$ cat config.mk
export PLATFORM = sky130hd
export DESIGN_NAME = tws_ram
export DESIGN_NICKNAME = d
export VERILOG_FILES = /design/src/rtl/tws_ram.sv
export SDC_FILE = /design/constraint.sdc
export NUM_CORES = 1
export LEC_CHECK = 0
export ABC_AREA = 1
export BUFFER_PORTS_ARGS = -buffer_cell sky130_fd_sc_hd__buf_4
export CORE_UTILIZATION = 50
export CTS_CLUSTER_DIAMETER = 120
export DETAILED_ROUTE_END_ITERATION = 16
export HOLD_SLACK_MARGIN = 0.1
export PLACE_DENSITY = 0.69
export SYNTH_ARGS = -nofsm -noshare
export SYNTH_HDL_FRONTEND = slang
export SYNTH_SLANG_ARGS = --single-unit
$ cat constraint.sdc
create_clock -name i_clk -period 1.1 [get_ports i_clk]
set_input_delay 0.11 -clock i_clk [delete_from_list [all_inputs] [get_ports i_clk]]
set_output_delay 0.11 -clock i_clk [all_outputs]
set_load 0.02 [all_outputs]
$ cat src/rtl/tws_ram.sv
module tws_ram #(
    parameter int DEPTH  = 32,
    parameter int DATA_W = 8
) (
    input  logic                     i_clk,
    input  logic                     i_rd_en,
    input  logic [$clog2(DEPTH)-1:0] i_rd_addr,
    output logic [DATA_W-1:0]        o_rd_data,
    input  logic                     i_wr_en,
    input  logic [$clog2(DEPTH)-1:0] i_wr_addr,
    input  logic [DATA_W-1:0]        i_wr_data
);

    logic [DATA_W-1:0] mem [DEPTH];

    // One write port and one registered read port.
    always_ff @(posedge i_clk) begin
        if (i_wr_en) begin
            mem[i_wr_addr] <= i_wr_data;
        end
        if (i_rd_en) begin
            o_rd_data <= mem[i_rd_addr];
        end
    end

endmodule

==> out/summary.md <==
TritonCTS built the clock tree. Yosys mapped a number of flops with a built-in enable equal to 264. Setup total negative slack on the finished layout was measured at -1.72 ns. By instance count, the leading cell after synthesis is nand2_1.

Setup violations remaining at the end of the flow were counted as 16. The routed wirelength normalized by instance count is 19.6 um. The run gives 70.5% as the worst slew slack as a fraction of its limit. The fraction of power consumed by the clock network came out at 41.1%. Buffers inserted during clock tree synthesis total 28. For this design the total switching power over the nets is 4810 uW. Across the VDD grid, the largest voltage drop is 1.39 mV. The count of cells along the worst hold path is 3. In the final design database the tool counted 1020 nets.

The tools report the kind of end point of the critical path as a flop. The worst path required time was 1.39 ns. The completed layout was analyzed and its total power is 21800 uW. The first TritonRoute pass finished after 5 iterations. For the internal power summed over all cells, the log shows 17000 uW. In the routed design, unresolved DRC markers number 0. Critical path startpoint category: a flop.

Synthesis inferred 264 register bits. For the HPWL after detailed placement, the log shows 14900 um. The clock arrives with 0.0144 ns of skew. The post-route antenna net violation count is 0.

In this run the standard cell core region covers 21200 um2. The area of the mapped netlist is 10900 um2. The total of warnings raised by yosys is 0. The run finished, with violations left.

After clock tree synthesis, the clock-pin slew on the worst setup and hold paths is 0.06 ns. The congestion estimate from routability-driven global placement came to 0.773. Signal arrival time at the worst endpoint: 1.52 ns. The H-tree depth is 1, and the antenna diode count is 0. The run gives 0 as the number of max-cap violations. Worst min-delay path category: input port to flop. After clock tree synthesis, the setup repair step added 0 buffers.

The critical path runs through a total of 8 cells. The cell that appears most often on the critical path is nand2_1. Cells with a size suffix above 1 make up 18.6% of the layout. Average cell area after synthesis: 11.8 um2. The signal on the critical path passes through nand2_1 > nand3_1 > nand3_2 > nand2_1 > nand2_2 > nand2_1 > nand2_1 > nand2_2. For this design the top-level I/O count stands at 29. The fraction of power spent switching nets was 22.0%. The net count after synthesis is 943. Combinational cells account for 7.3% of the total power. The final hold violation count is 6. The worst setup margin is -0.135 ns.

The minimum period implied by the final worst setup slack was 1.23 ns. Entering global routing, the biggest net connects 70 pins. For the worst-skew pair, the clock arrives at the later sink with an insertion delay of 0.54 ns. Counting tap cells, the placed design contains a total of 1235 instances. The root buffer cell chosen for the clock tree is clkbuf_16.

The horizontal die dimension was 149 um; the standby leakage power was 0.00484 uW. The checks that failed: negative hold slack, negative setup slack. The number of vias per cell came out at 5.57. The routed design has 25400 um of wire. The power per unit of standard cell area was 1700 nW/um2; the maximum clock insertion buffer count was 3. Setup repair after global routing could not meet its margin everywhere.

For this run, the top clock speed supported by timing is 810 MHz. The post-cts hold buffer count is 9, and the vertical die dimension is 149 um. The placed instances occupy a cell area of 11600 um2. The filler cells instantiated in the layout total 1627. Cell family contributing the most delay on the critical path: simple AND/OR/NAND/NOR gates. Once the floorplan was initialized, standard cells occupied 51.4% of the core.

The logs give 11 for the number of library cell types mapped by synthesis and 51.6% for the power share of the sequential group. Global-route usage over all layers: 23.4%. Counting instances in the post-synthesis netlist gives the leading cell types as nand2_1 (360), edfxtp_1 (264), nand3_1 (204). Port buffering added 28 buffers. The final critical-path share of the clock period was 112%. The full die area came out at 22300 um2. The most area-hungry cell type in the Yosys netlist is edfxtp_1.

The tools report the instance count of the mapped netlist as 922. The worst-path maximum fanout was 1. The cell with the biggest individual delay on the critical path was edfxtp_1. Once layout is done, the placed cells without fillers occupy 12900 um2.

The final cell count without fillers came out at 1295. The routed layout has 7214 vias. Global routing finished with a remaining overflow of 0.

Number of global-route vias before repair: 6844. By area the synthesized netlist is led by edfxtp_1 (73%), nand2_1 (12%), nand3_1 (9.4%), buf_6 (2.5%), nor2_1 (1.1%). The number of max-slew violations in the final report is 0, and the delay of the slowest cell on the worst path is 0.35 ns.

The run gives 264 as the total clock sinks. The pin slew with the least headroom to its limit was 0.443 ns. In the synthesized netlist the async set-or-reset flop fraction comes to 0%. The share of synthesized area occupied by flip-flops and latches was 73.0%; the length in cells of the worst reg-to-reg path was 8. The most used flip-flop cell after synthesis is edfxtp_1. The initialized floorplan defines 53 standard-cell rows. The first global-routing pass estimated 38900 um of wire. The run gives -0.0368 ns as the post-route worst hold slack.

From synthesis to final layout, the design area changed by 18.5%. The number of antenna violations at the first check in global routing was 0. In this run, the number of DRC markers left after iteration 0 of detailed routing was 792.

The top cell type by area accounts for 73.0% of the synthesized area. Worst path buffer plus inverter count: 0. The critical path class was flop to flop.
tightest hold or removal path: stages:
cell and delay (ns):
buf_4 0.15, nand2_1 0.06, nand2_1 0.05
worst paths after layout:
check | from | endpoint | slack (ns)
setup / recovery | mem[13][7]$_DFFE_PP_ | o_rd_data[7]$_DFFE_PP_ | -0.13
hold / removal | i_rd_addr[4] | o_rd_data[5]$_DFFE_PP_ | -0.04
setup reg to reg | mem[13][7]$_DFFE_PP_ | o_rd_data[7]$_DFFE_PP_ | -0.13
hold reg to reg | mem[18][2]$_DFFE_PP_ | o_rd_data[2]$_DFFE_PP_ | 0.84
per-stage QoR:
| step | utilization [%] | setup slack, ns |
|---|---|---|
| after global placement | 55.0 | -0.415 |
| after floorplan | - | -0.0440 |
| after global routing | 60.9 | -0.199 |
| after detailed placement | 55.0 | -0.442 |
| final | 60.9 | -0.135 |
| after CTS | 60.3 | -0.146 |
cells by family (layout without fill, tap and decap cells):
logic type / after synthesis / in the layout / synth area share (%)
buffers and inverters: 62 / 160 / 4.11
DFF: 264 / 264 / 73.0
and+or+nand+nor: 596 / 596 / 22.9
layout by cell type, fill, tap and decap left out, types with 6 or more instances in the layout:
master	Yosys	routed
clkbuf_1	7	6
inv_1	8	8
nand3_2	0	28
buf_4	4	69
edfxtp_1	264	264
nor2_1	32	32
buf_12	0	13
clkinv_2	0	8
nand2_1	360	334
clkbuf_16	0	29
buf_6	24	8
nand3_1	204	174
dlygate4sd3_1	0	9
nand2_2	0	26
routing by layer:
layer  up-vias  share of wire, %  GRT usage, %
li1       3358                 -             -
met1      3485                42          33.2
met2       322                48          38.0
met3        49               7.5          3.26
met4         0               2.4          6.33
met5         -                 0             0
power groups by stage:
stage / logic, uW / registers [uW] / clock network [uW]
final: 1600 / 11300 / 8970
after global routing: 1730 / 11300 / 9430
after CTS: 1550 / 11300 / 9040
after detailed placement: 1460 / 11500 / 0
after global placement: 1440 / 11500 / 0
after floorplan: 809 / 11500 / 0
sequential cells by signal, indices dropped and copies added, names as in the netlist:
signal     count
o_rd_data      8
mem          256
layout make-up:
| class | count | area, um2 | share of cell area [%] |
|---|---|---|---|
| tap | 275 | 344 | 2.67 |
| clock inverter | 16 | 136 | 1.06 |
| inverter | 10 | 38.8 | 0.301 |
| timing repair buffer | 99 | 958 | 7.44 |
| clock buffer | 35 | 748 | 5.81 |
| sequential | 264 | 7930 | 61.6 |
| multi-input combinational | 596 | 2720 | 21.1 |
what timing repair did:
item,CTS,global route
setup endpoints to repair,16,16
pin swaps,24,19
resized for setup,35,31
hold endpoints to repair,272,8
cloned,0,0
Power figures use the tool's default switching activity.
